--- src/rtl/jfmd_pkg.sv ---
`timescale 1ns / 1ps

package jfmd_pkg;

    // frame position codes
    localparam logic [3:0] POS_IDLE   = 4'd0;
    localparam logic [3:0] POS_FIRST  = 4'd1;
    localparam logic [3:0] POS_X_LAST = 4'd4;
    localparam logic [3:0] POS_Y_LAST = 4'd8;
    localparam logic [3:0] POS_LAST   = 4'd10;

    localparam logic [7:0]  HEADER_RESET  = 8'd97;
    localparam logic [15:0] ASCII_ZERO    = 16'd48;
    localparam logic [16:0] CENTRE_OFFSET = 17'd2047;
    localparam logic [16:0] RESCALE_DIV   = 17'd4093;
    localparam logic [15:0] SPEED_OFFSET  = 16'd13;

    localparam logic [15:0] DEAD_LO  = 16'd1946;
    localparam logic [15:0] DEAD_HI  = 16'd2150;
    localparam logic [15:0] MID      = 16'd2048;
    localparam logic [15:0] MID_LOW  = 16'd2047;
    localparam logic [15:0] FULL     = 16'd4095;

    // floor(p / 25) = (p * RECIP_25) >> RECIP_SHIFT for any 32-bit p
    localparam logic [31:0] RECIP_25    = 32'd1374389535;
    localparam int          RECIP_SHIFT = 35;

    typedef enum logic [1:0] {
        SEL_ZERO = 2'd0,
        SEL_A    = 2'd1,
        SEL_B    = 2'd2
    } duty_sel_t;

    typedef struct packed {
        logic [15:0] x;
        logic [15:0] y;
        logic [15:0] s;
    } frame_t;

    typedef struct packed {
        logic [15:0] x;
        logic [15:0] y;
        logic [15:0] sp;
    } scaled_t;

    typedef struct packed {
        logic [15:0]         ta;
        logic [15:0]         tb;
        logic [15:0]         sp;
        duty_sel_t [3:0]     sel;   // 0 FL, 1 FR, 2 BL, 3 BR
        logic                hold;
    } terms_t;

    typedef logic [3:0][15:0] duty_vec_t;

endpackage

--- src/rtl/joystick_frame_to_four_motor_duty.sv ---
`timescale 1ns / 1ps

// Joystick frame decoder driving four wheel PWM compare values.
// Input channel (in_valid/in_ready/rx_byte): one received byte per transfer.
// Bytes are dropped until one equals header_byte; the next ten bytes are taken
// as ASCII digits (four X, four Y, two speed). The tenth byte closes the frame.
// Output channel (out_valid/out_ready): one transfer of four duties per frame.
// Config channel (cfg_valid/cfg_ready/header_byte): always ready, write only
// while the block is idle. header_byte resets to 97 ('a').
// The closing byte passes through the frame register, two rescale stages,
// region decode, multiply, then the divide-by-25 multiply into the output
// register, which raises out_valid.
// Throughput: one byte per cycle; each stage has its own valid bit, so bytes
// keep flowing while a result waits on a stalled receiver until the stages
// behind the output register fill up, then in_ready drops.
// Reset: frame parser waits for a header, accumulators and held duties are 0,
// no result pending. A frame landing in a deadband edge repeats the duties held.
module joystick_frame_to_four_motor_duty (
    input  logic        clk,
    input  logic        rst_n,
    input  logic        cfg_valid,
    output logic        cfg_ready,
    input  logic [7:0]  header_byte,
    input  logic        in_valid,
    output logic        in_ready,
    input  logic [7:0]  rx_byte,
    output logic        out_valid,
    input  logic        out_ready,
    output logic [15:0] front_left_duty,
    output logic [15:0] front_right_duty,
    output logic [15:0] back_left_duty,
    output logic [15:0] back_right_duty
);
    import jfmd_pkg::*;

    logic      job_valid, job_ready;
    frame_t    job;
    logic      scaled_valid, scaled_ready;
    scaled_t   scaled;
    logic      terms_valid, terms_ready;
    terms_t    terms;
    duty_vec_t duty;

    jfmd_frame u_frame (
        .clk         (clk),
        .rst_n       (rst_n),
        .cfg_valid   (cfg_valid),
        .cfg_ready   (cfg_ready),
        .header_byte (header_byte),
        .in_valid    (in_valid),
        .in_ready    (in_ready),
        .rx_byte     (rx_byte),
        .job_valid   (job_valid),
        .job_ready   (job_ready),
        .job         (job)
    );

    jfmd_rescale u_rescale (
        .clk       (clk),
        .rst_n     (rst_n),
        .in_valid  (job_valid),
        .in_ready  (job_ready),
        .in_job    (job),
        .out_valid (scaled_valid),
        .out_ready (scaled_ready),
        .out_job   (scaled)
    );

    jfmd_region u_region (
        .clk       (clk),
        .rst_n     (rst_n),
        .in_valid  (scaled_valid),
        .in_ready  (scaled_ready),
        .in_job    (scaled),
        .out_valid (terms_valid),
        .out_ready (terms_ready),
        .out_job   (terms)
    );

    jfmd_duty u_duty (
        .clk       (clk),
        .rst_n     (rst_n),
        .in_valid  (terms_valid),
        .in_ready  (terms_ready),
        .in_job    (terms),
        .out_valid (out_valid),
        .out_ready (out_ready),
        .duty      (duty)
    );

    assign front_left_duty  = duty[0];
    assign front_right_duty = duty[1];
    assign back_left_duty   = duty[2];
    assign back_right_duty  = duty[3];

endmodule

--- src/rtl/jfmd_frame.sv ---
`timescale 1ns / 1ps

module jfmd_frame (
    input  logic            clk,
    input  logic            rst_n,
    input  logic            cfg_valid,
    output logic            cfg_ready,
    input  logic [7:0]      header_byte,
    input  logic            in_valid,
    output logic            in_ready,
    input  logic [7:0]      rx_byte,
    output logic            job_valid,
    input  logic            job_ready,
    output jfmd_pkg::frame_t job
);
    import jfmd_pkg::*;

    logic [7:0]  header_reg, header_next;
    logic [3:0]  pos_reg, pos_next;
    logic [15:0] x_acc_reg, x_acc_next;
    logic [15:0] y_acc_reg, y_acc_next;
    logic [15:0] s_acc_reg, s_acc_next;
    logic        job_valid_reg, job_valid_next;
    frame_t      job_reg, job_next;
    logic        in_fire;
    logic [15:0] digit;

    function automatic logic [15:0] push_digit(input logic [15:0] acc, input logic [15:0] d);
        push_digit = {acc[12:0], 3'b000} + {acc[14:0], 1'b0} + d;
    endfunction

    assign cfg_ready = 1'b1;
    assign in_ready  = !job_valid_reg || job_ready;
    assign in_fire   = in_valid && in_ready;
    assign digit     = {8'b0, rx_byte} - ASCII_ZERO;
    assign job_valid = job_valid_reg;
    assign job       = job_reg;

    always_comb
    begin
        header_next    = cfg_valid ? header_byte : header_reg;
        pos_next       = pos_reg;
        x_acc_next     = x_acc_reg;
        y_acc_next     = y_acc_reg;
        s_acc_next     = s_acc_reg;
        job_next       = job_reg;
        job_valid_next = in_ready ? 1'b0 : job_valid_reg;
        if (in_fire)
        begin
            if (pos_reg == POS_IDLE || pos_reg > POS_LAST)
            begin
                pos_next = (rx_byte == header_reg) ? POS_FIRST : POS_IDLE;
            end
            else if (pos_reg <= POS_X_LAST)
            begin
                x_acc_next = push_digit(x_acc_reg, digit);
                pos_next   = pos_reg + 4'd1;
            end
            else if (pos_reg <= POS_Y_LAST)
            begin
                y_acc_next = push_digit(y_acc_reg, digit);
                pos_next   = pos_reg + 4'd1;
            end
            else if (pos_reg < POS_LAST)
            begin
                s_acc_next = push_digit(s_acc_reg, digit);
                pos_next   = pos_reg + 4'd1;
            end
            else
            begin
                // last speed digit closes the frame
                job_next.x     = x_acc_reg;
                job_next.y     = y_acc_reg;
                job_next.s     = push_digit(s_acc_reg, digit);
                job_valid_next = 1'b1;
                x_acc_next     = '0;
                y_acc_next     = '0;
                s_acc_next     = '0;
                pos_next       = POS_IDLE;
            end
        end
    end

    always_ff @(posedge clk or negedge rst_n)
    begin
        if (!rst_n)
        begin
            header_reg    <= HEADER_RESET;
            pos_reg       <= POS_IDLE;
            x_acc_reg     <= '0;
            y_acc_reg     <= '0;
            s_acc_reg     <= '0;
            job_valid_reg <= 1'b0;
        end
        else
        begin
            header_reg    <= header_next;
            pos_reg       <= pos_next;
            x_acc_reg     <= x_acc_next;
            y_acc_reg     <= y_acc_next;
            s_acc_reg     <= s_acc_next;
            job_valid_reg <= job_valid_next;
        end
    end

    always_ff @(posedge clk)
    begin
        job_reg <= job_next;
    end

    a_pos_range: assert property (@(posedge clk) disable iff (!rst_n)
        pos_reg <= POS_LAST)
        else $error("frame position out of range");

    a_frame_close: assert property (@(posedge clk) disable iff (!rst_n)
        in_fire && pos_reg == POS_LAST |=>
            pos_reg == POS_IDLE && job_valid_reg && x_acc_reg == '0 &&
            y_acc_reg == '0 && s_acc_reg == '0)
        else $error("frame close did not clear accumulators or raise job");

    a_stay_idle: assert property (@(posedge clk) disable iff (!rst_n)
        in_fire && pos_reg == POS_IDLE && rx_byte != header_reg |=> pos_reg == POS_IDLE)
        else $error("left idle on a non-header byte");

endmodule

--- src/rtl/jfmd_rescale.sv ---
`timescale 1ns / 1ps

module jfmd_rescale (
    input  logic              clk,
    input  logic              rst_n,
    input  logic              in_valid,
    output logic              in_ready,
    input  jfmd_pkg::frame_t  in_job,
    output logic              out_valid,
    input  logic              out_ready,
    output jfmd_pkg::scaled_t out_job
);
    import jfmd_pkg::*;

    // first stage: sign and magnitude of v - 2047
    logic        a_valid_reg, a_valid_next;
    logic        a_xneg_reg, a_yneg_reg;
    logic [15:0] a_xmag_reg, a_ymag_reg, a_sp_reg;
    logic [16:0] xsm, ysm;
    logic        b_valid_reg, b_valid_next;
    scaled_t     b_reg;
    logic        a_load_ok, b_load_ok;

    function automatic logic [16:0] sign_mag(input logic [15:0] v);
        logic [16:0] d;
        d = {1'b0, v} - CENTRE_OFFSET;
        sign_mag = d[16] ? {1'b1, 16'(17'd0 - d)} : {1'b0, d[15:0]};
    endfunction

    // d*4095/4093 = d + 2d/4093; the quotient 2|d|/4093 is small and sits at
    // 2|d|>>12 or one above it
    function automatic logic [15:0] finish(input logic [15:0] mag, input logic neg);
        logic [16:0] m;
        logic [4:0]  q0;
        logic [16:0] prod;
        logic [16:0] r;
        logic [5:0]  f;
        logic [15:0] sum;
        m    = {mag, 1'b0};
        q0   = m[16:12];
        prod = {q0, 12'b0} - ({11'b0, q0, 1'b0} + {12'b0, q0});
        r    = m - prod;
        f    = {1'b0, q0} + ((r >= RESCALE_DIV) ? 6'd1 : 6'd0);
        sum  = mag + {10'b0, f};
        finish = neg ? (16'd0 - sum) : sum;
    endfunction

    assign b_load_ok = !b_valid_reg || out_ready;
    assign a_load_ok = !a_valid_reg || b_load_ok;
    assign in_ready  = a_load_ok;
    assign xsm       = sign_mag(in_job.x);
    assign ysm       = sign_mag(in_job.y);
    assign out_valid = b_valid_reg;
    assign out_job   = b_reg;

    always_comb
    begin
        a_valid_next = a_load_ok ? in_valid : a_valid_reg;
        b_valid_next = b_load_ok ? a_valid_reg : b_valid_reg;
    end

    always_ff @(posedge clk or negedge rst_n)
    begin
        if (!rst_n)
        begin
            a_valid_reg <= 1'b0;
            b_valid_reg <= 1'b0;
        end
        else
        begin
            a_valid_reg <= a_valid_next;
            b_valid_reg <= b_valid_next;
        end
    end

    always_ff @(posedge clk)
    begin
        if (a_load_ok && in_valid)
        begin
            a_xneg_reg <= xsm[16];
            a_xmag_reg <= xsm[15:0];
            a_yneg_reg <= ysm[16];
            a_ymag_reg <= ysm[15:0];
            a_sp_reg   <= in_job.s - SPEED_OFFSET;
        end
        if (b_load_ok && a_valid_reg)
        begin
            b_reg.x  <= finish(a_xmag_reg, a_xneg_reg);
            b_reg.y  <= finish(a_ymag_reg, a_yneg_reg);
            b_reg.sp <= a_sp_reg;
        end
    end

endmodule

--- src/rtl/jfmd_region.sv ---
`timescale 1ns / 1ps

module jfmd_region (
    input  logic              clk,
    input  logic              rst_n,
    input  logic              in_valid,
    output logic              in_ready,
    input  jfmd_pkg::scaled_t in_job,
    output logic              out_valid,
    input  logic              out_ready,
    output jfmd_pkg::terms_t  out_job
);
    import jfmd_pkg::*;

    logic        valid_reg, valid_next;
    terms_t      terms_reg, terms_next;
    logic [15:0] x, y, mx, my;

    assign x         = in_job.x;
    assign y         = in_job.y;
    assign mx        = FULL - x;
    assign my        = FULL - y;
    assign in_ready  = !valid_reg || out_ready;
    assign out_valid = valid_reg;
    assign out_job   = terms_reg;

    always_comb
    begin
        terms_next.ta   = '0;
        terms_next.tb   = '0;
        terms_next.sp   = in_job.sp;
        terms_next.sel  = {SEL_ZERO, SEL_ZERO, SEL_ZERO, SEL_ZERO};
        terms_next.hold = 1'b0;
        if (x < DEAD_HI && y < DEAD_HI && x > DEAD_LO && y > DEAD_LO)
        begin
            // centre: all wheels stop
        end
        else if (x <= DEAD_HI && x >= DEAD_LO && y >= DEAD_HI)
        begin
            terms_next.ta  = y - MID;
            terms_next.sel = {SEL_ZERO, SEL_ZERO, SEL_A, SEL_A};
        end
        else if (x <= DEAD_HI && x >= DEAD_LO && y < DEAD_LO)
        begin
            terms_next.ta  = MID_LOW - y;
            terms_next.sel = {SEL_A, SEL_A, SEL_ZERO, SEL_ZERO};
        end
        else if (y > DEAD_LO && y < DEAD_HI && x < DEAD_LO)
        begin
            terms_next.ta  = MID_LOW - x;
            terms_next.sel = {SEL_ZERO, SEL_A, SEL_A, SEL_ZERO};
        end
        else if (y > DEAD_LO && y < DEAD_HI && x > DEAD_HI)
        begin
            terms_next.ta  = x - MID;
            terms_next.sel = {SEL_A, SEL_ZERO, SEL_ZERO, SEL_A};
        end
        else if (x > DEAD_HI && y > DEAD_HI)
        begin
            if (y > x)
            begin
                terms_next.ta  = y - MID;
                terms_next.tb  = y - x;
                terms_next.sel = {SEL_ZERO, SEL_ZERO, SEL_B, SEL_A};
            end
            else
            begin
                terms_next.ta  = x - MID;
                terms_next.tb  = x - y;
                terms_next.sel = {SEL_B, SEL_ZERO, SEL_ZERO, SEL_A};
            end
        end
        else if (x < DEAD_LO && y > DEAD_HI)
        begin
            if (y > mx)
            begin
                terms_next.ta  = y - mx;
                terms_next.tb  = y - MID;
                terms_next.sel = {SEL_ZERO, SEL_ZERO, SEL_B, SEL_A};
            end
            else
            begin
                terms_next.ta  = mx;
                terms_next.tb  = mx - y;
                terms_next.sel = {SEL_ZERO, SEL_B, SEL_A, SEL_ZERO};
            end
        end
        else if (x < DEAD_LO && y < DEAD_LO)
        begin
            if (my > mx)
            begin
                terms_next.ta  = my - MID;
                terms_next.tb  = my - mx;
                terms_next.sel = {SEL_B, SEL_A, SEL_ZERO, SEL_ZERO};
            end
            else
            begin
                terms_next.ta  = mx - my;
                terms_next.tb  = mx - MID;
                terms_next.sel = {SEL_ZERO, SEL_B, SEL_A, SEL_ZERO};
            end
        end
        else if (x > DEAD_HI && y < DEAD_LO)
        begin
            if (my > x)
            begin
                terms_next.ta  = my - x;
                terms_next.tb  = my - MID;
                terms_next.sel = {SEL_B, SEL_A, SEL_ZERO, SEL_ZERO};
            end
            else
            begin
                terms_next.ta  = x - my;
                terms_next.tb  = x - MID;
                terms_next.sel = {SEL_B, SEL_ZERO, SEL_ZERO, SEL_A};
            end
        end
        else
        begin
            // deadband edge: keep what the wheels had
            terms_next.hold = 1'b1;
        end
        valid_next = in_ready ? in_valid : valid_reg;
    end

    always_ff @(posedge clk or negedge rst_n)
    begin
        if (!rst_n)
        begin
            valid_reg <= 1'b0;
        end
        else
        begin
            valid_reg <= valid_next;
        end
    end

    always_ff @(posedge clk)
    begin
        if (in_ready && in_valid)
        begin
            terms_reg <= terms_next;
        end
    end

endmodule

--- src/rtl/jfmd_duty.sv ---
`timescale 1ns / 1ps

module jfmd_duty (
    input  logic                clk,
    input  logic                rst_n,
    input  logic                in_valid,
    output logic                in_ready,
    input  jfmd_pkg::terms_t    in_job,
    output logic                out_valid,
    input  logic                out_ready,
    output jfmd_pkg::duty_vec_t duty
);
    import jfmd_pkg::*;

    logic            p_valid_reg, p_valid_next;
    logic [31:0]     pa_reg, pb_reg;
    duty_sel_t [3:0] p_sel_reg;
    logic            p_hold_reg;
    logic            out_valid_reg, out_valid_next;
    duty_vec_t       duty_reg, duty_next;
    logic            out_load_ok;
    logic [63:0]     qa_full, qb_full;
    logic [15:0]     qa, qb;

    assign out_load_ok = !out_valid_reg || out_ready;
    assign in_ready    = !p_valid_reg || out_load_ok;
    assign out_valid   = out_valid_reg;
    assign duty        = duty_reg;

    // divide by 25 through the reciprocal, keep the low 16 bits of the quotient
    assign qa_full = pa_reg * RECIP_25;
    assign qb_full = pb_reg * RECIP_25;
    assign qa      = qa_full[RECIP_SHIFT +: 16];
    assign qb      = qb_full[RECIP_SHIFT +: 16];

    always_comb
    begin
        p_valid_next   = in_ready ? in_valid : p_valid_reg;
        out_valid_next = out_load_ok ? p_valid_reg : out_valid_reg;
        duty_next      = duty_reg;
        if (out_load_ok && p_valid_reg && !p_hold_reg)
        begin
            for (int k = 0; k < 4; k++)
            begin
                case (p_sel_reg[k])
                    SEL_A:    duty_next[k] = qa;
                    SEL_B:    duty_next[k] = qb;
                    SEL_ZERO: duty_next[k] = '0;
                    default:  duty_next[k] = '0;
                endcase
            end
        end
    end

    // the output register doubles as the held duties
    always_ff @(posedge clk or negedge rst_n)
    begin
        if (!rst_n)
        begin
            p_valid_reg   <= 1'b0;
            out_valid_reg <= 1'b0;
            duty_reg      <= '0;
        end
        else
        begin
            p_valid_reg   <= p_valid_next;
            out_valid_reg <= out_valid_next;
            duty_reg      <= duty_next;
        end
    end

    always_ff @(posedge clk)
    begin
        if (in_ready && in_valid)
        begin
            pa_reg     <= in_job.ta * in_job.sp;
            pb_reg     <= in_job.tb * in_job.sp;
            p_sel_reg  <= in_job.sel;
            p_hold_reg <= in_job.hold;
        end
    end

endmodule

--- config.mk ---
export PLATFORM = sky130hd
export DESIGN_NAME = joystick_frame_to_four_motor_duty
export DESIGN_NICKNAME = d
export VERILOG_FILES = /design/src/rtl/jfmd_pkg.sv /design/src/rtl/joystick_frame_to_four_motor_duty.sv /design/src/rtl/jfmd_frame.sv /design/src/rtl/jfmd_rescale.sv /design/src/rtl/jfmd_region.sv /design/src/rtl/jfmd_duty.sv
export SDC_FILE = /design/constraint.sdc
export NUM_CORES = 2
export LEC_CHECK = 0
export ABC_AREA = 1
export BUFFER_PORTS_ARGS = -buffer_cell sky130_fd_sc_hd__buf_4
export CAP_MARGIN = 5
export CORE_ASPECT_RATIO = 1.25
export CORE_MARGIN = 1
export CORE_UTILIZATION = 50
export DETAILED_ROUTE_END_ITERATION = 8
export PLACE_DENSITY_LB_ADDON = 0.15
export SYNTH_ARGS = -nofsm -noshare
export SYNTH_HDL_FRONTEND = slang
export SYNTH_SLANG_ARGS = --single-unit
export TNS_END_PERCENT = 10
--- constraint.sdc ---
create_clock -name clk -period 15.4 [get_ports clk]
set_input_delay 0.77 -clock clk [delete_from_list [all_inputs] [get_ports clk]]
set_output_delay 0.77 -clock clk [all_outputs]
set_load 0.02 [all_outputs]
==> impl_metrics.toml <==
[status]
status = "finished, final reports clean"

[floorplan]
ioPinCount = 88
rows = 161
design.core.area_um2 = 154000
fp.dieW_um = 355
dieHeight_um = 443
start_util = 0.505
dieArea_um2 = 157000

[clocking]
path_clk_slew_ns = 0.07
clk_latency_ns = 0.69
cts.path.max_buffers = 3
cts.sinks = 403
cts.hold.buffers_added = 0
post-cts-setup-buffers = 0
cts_buffers = 48
root_buffer = "clkbuf_16"
ctsResizeCount = 0
cts_tree = "done"
cts_max_level = 2

[drt]
viasPerCell = 5.44
wl_met2_um = 127000
wl_per_cell_um = 22.4
top_layer_used = "met5"
drc = 0
detail-route-antenna-nets = 0
wl_met1_um = 97200
drt_iter0_markers = 3850
first_pass_iters = 6
dr_wl_met3_um = 13700
drt-total-wl_um = 256000
vias = 62200

[finish]
nFillCells = 14800
layout_commonest_cell = "inv_1"
fin_area_um2 = 82200
fin_nets = 11600
layout-drive-gt1-share = 0.0335
mostFrequentLayoutCells = "inv_1, nand2_1, fa_1"
final_cell_count_no_fill = 11400
largest_reg_flops = 64
area_delta_synth_final_pct = 5.45

[sta]
period_minus_slack_ns = 7.06
finalSetupViolCount = 0
tightest_slew_ns = 1.15
tns_ns = 0
drv_slew = 0
slew_headroom = 0.230
rsz0062_at_grt = "no"
skew_ns = 0.0449
finalHoldViolCount = 0
clock.fmax_mhz = 142
period_share = 0.458

[pwr]
powerDensity_nw_per_um2 = 45.3
p_leak_nw = 44.0
ir_drop_mv = 0.112

[hold_path]
hp-class = "in -> async"

[logic_synthesis]
syn_nets = 11600
syn_inst = 9368
yosysWarnings = 0
syn_avg_cell_area_um2 = 8.32
ys_ff_latch = 403
async_flop_share = 0.320
synth_ff_type = "edfxtp_1"
synth_area_um2 = 77900
synth_edf_count = 274
ys_types = 66
synth_seq_area_share = 0.147

[grt]
grt_pass1_vias = 66400
grt_start_max_net_pins = 72
grt_pass1_wl_um = 393000
antenna_found_initial = 6
grt_use_total = 0.331
grt_overflow = 0

[placement]
dpl.hpwl_um = 217000
place.gp.congestion = 1.05
portBuffers = 86
postPlaceCellArea_um2 = 80600
placedCellCount = 11300

[critical_path]
start_kind = "register"
worstPathRequired_ns = 16.01
crit_type = "reg -> reg"
critPathMaxFanout = 10
critPathArrivalTime_ns = 7.67
crit_path_end_kind = "register"

[job]
maxCapViolCount = 0
## through the flow
stage	hold WS (ns)	power (mW)	utilization	worst slack [ns]
after floorplan	0.400	2.19	-	9.36
after global placement	0.403	2.53	0.522	8.39
after detailed placement	0.405	2.56	0.522	8.46
after CTS	0.112	3.75	0.533	8.42
after global routing	0.148	3.95	0.533	8.00
final	0.106	3.72	0.533	8.34
## power breakdown
part | total (mW) | internal [mW] | switching [mW]
sequential | 1.44 | 1.29 | 0.152
combinational | 1.10 | 0.438 | 0.664
clock | 1.18 | 0.633 | 0.546
## cell families (layout without fill, tap and decap cells)
| group | count (synthesis) | after routing | synth area share |
|---|---|---|---|
| mux | 8 | 8 | 0.00116 |
| flops | 403 | 403 | 0.147 |
| fa+ha+maj | 2226 | 2226 | 0.470 |
| buf+inv | 2524 | 2549 | 0.124 |
| xor+xnor | 282 | 282 | 0.0317 |
| other cells | 1 | 2 | 0.0000481 |
| compound gates | 862 | 862 | 0.0612 |
| simple gates | 3062 | 3062 | 0.164 |
## layout make-up
cell class | count | area, um^2 | area share
antenna | 1 | 2.50 | 0.0000305
clock buffer | 63 | 1360 | 0.0166
clock inverter | 26 | 228 | 0.00277
inverter | 2328 | 8740 | 0.106
multi-input combinational | 6441 | 56800 | 0.692
sequential | 403 | 11500 | 0.139
tap | 2037 | 2550 | 0.0310
timing repair buffer | 132 | 995 | 0.0121
## per-layer routing
| layer | track usage | vias to the layer above |
|---|---|---|
| li1 | - | 28800 |
| met1 | 0.383 | 30800 |
| met2 | 0.580 | 1937 |
| met3 | 0.0459 | 669 |
| met4 | 0.196 | 6 |
| met5 | 0 | - |
## synth_stat cells (15+ instances only)
library cell,n,share of area
ha_1,1053,0.17
nand3_1,479,0.031
o211ai_1,17,0.0016
o21ai_1,16,0.0010
nand4_1,102,0.0082
a21o_1,21,0.0020
nor2_1,393,0.019
fa_1,1173,0.30
buf_4,15,0.0014
o21bai_1,32,0.0031
dfrtp_1,126,0.040
nor3_1,75,0.0048
buf_2,26,0.0017
edfxtp_1,274,0.11
a21oi_1,394,0.025
o21ai_0,288,0.018
clkbuf_1,137,0.0066
inv_1,2306,0.11
xor2_1,199,0.022
inv_2,17,0.00082
nand2_1,1926,0.093
xnor2_1,83,0.0093
## worst max-delay path, cell delays in order (launching register included)
cell and delay, ns:
edfxtp_1 0.69, ha_1 0.62, fa_1 0.51, fa_1 0.52
inv_1 0.05, fa_1 0.60, fa_1 0.51, fa_1 0.51
inv_1 0.05, fa_1 0.50, fa_1 0.42, ha_1 0.34
nand2_1 0.12, inv_1 0.06, a21oi_1 0.30, o21ai_0 0.19
nor2_1 0.18, nand3_1 0.17, nand2_1 0.26, nand3_1 0.12
nand2_1 0.10, nand2_1 0.05, nand2_1 0.08
## path summary, 6_finish.rpt
kind / depth (start not counted) / from / slack (ns) / endpoint
max in group asynchronous: 2 / rst_n / 13.87 / u_frame.y_acc_reg[8]
setup reg to reg: 22 / u_duty.pa_reg[14] / 8.34 / u_duty.duty[52]
hold / removal: 1 / rst_n / 0.11 / u_duty.duty[18]
hold reg to reg: 0 / u_rescale.out_job[10] / 0.41 / u_region.out_job[19]
setup / recovery: 22 / u_duty.pa_reg[14] / 8.34 / u_duty.duty[52]
min in group clk: 1 / rx_byte[0] / 0.32 / u_frame.job[0]
(Power assumes the default switching activity.)
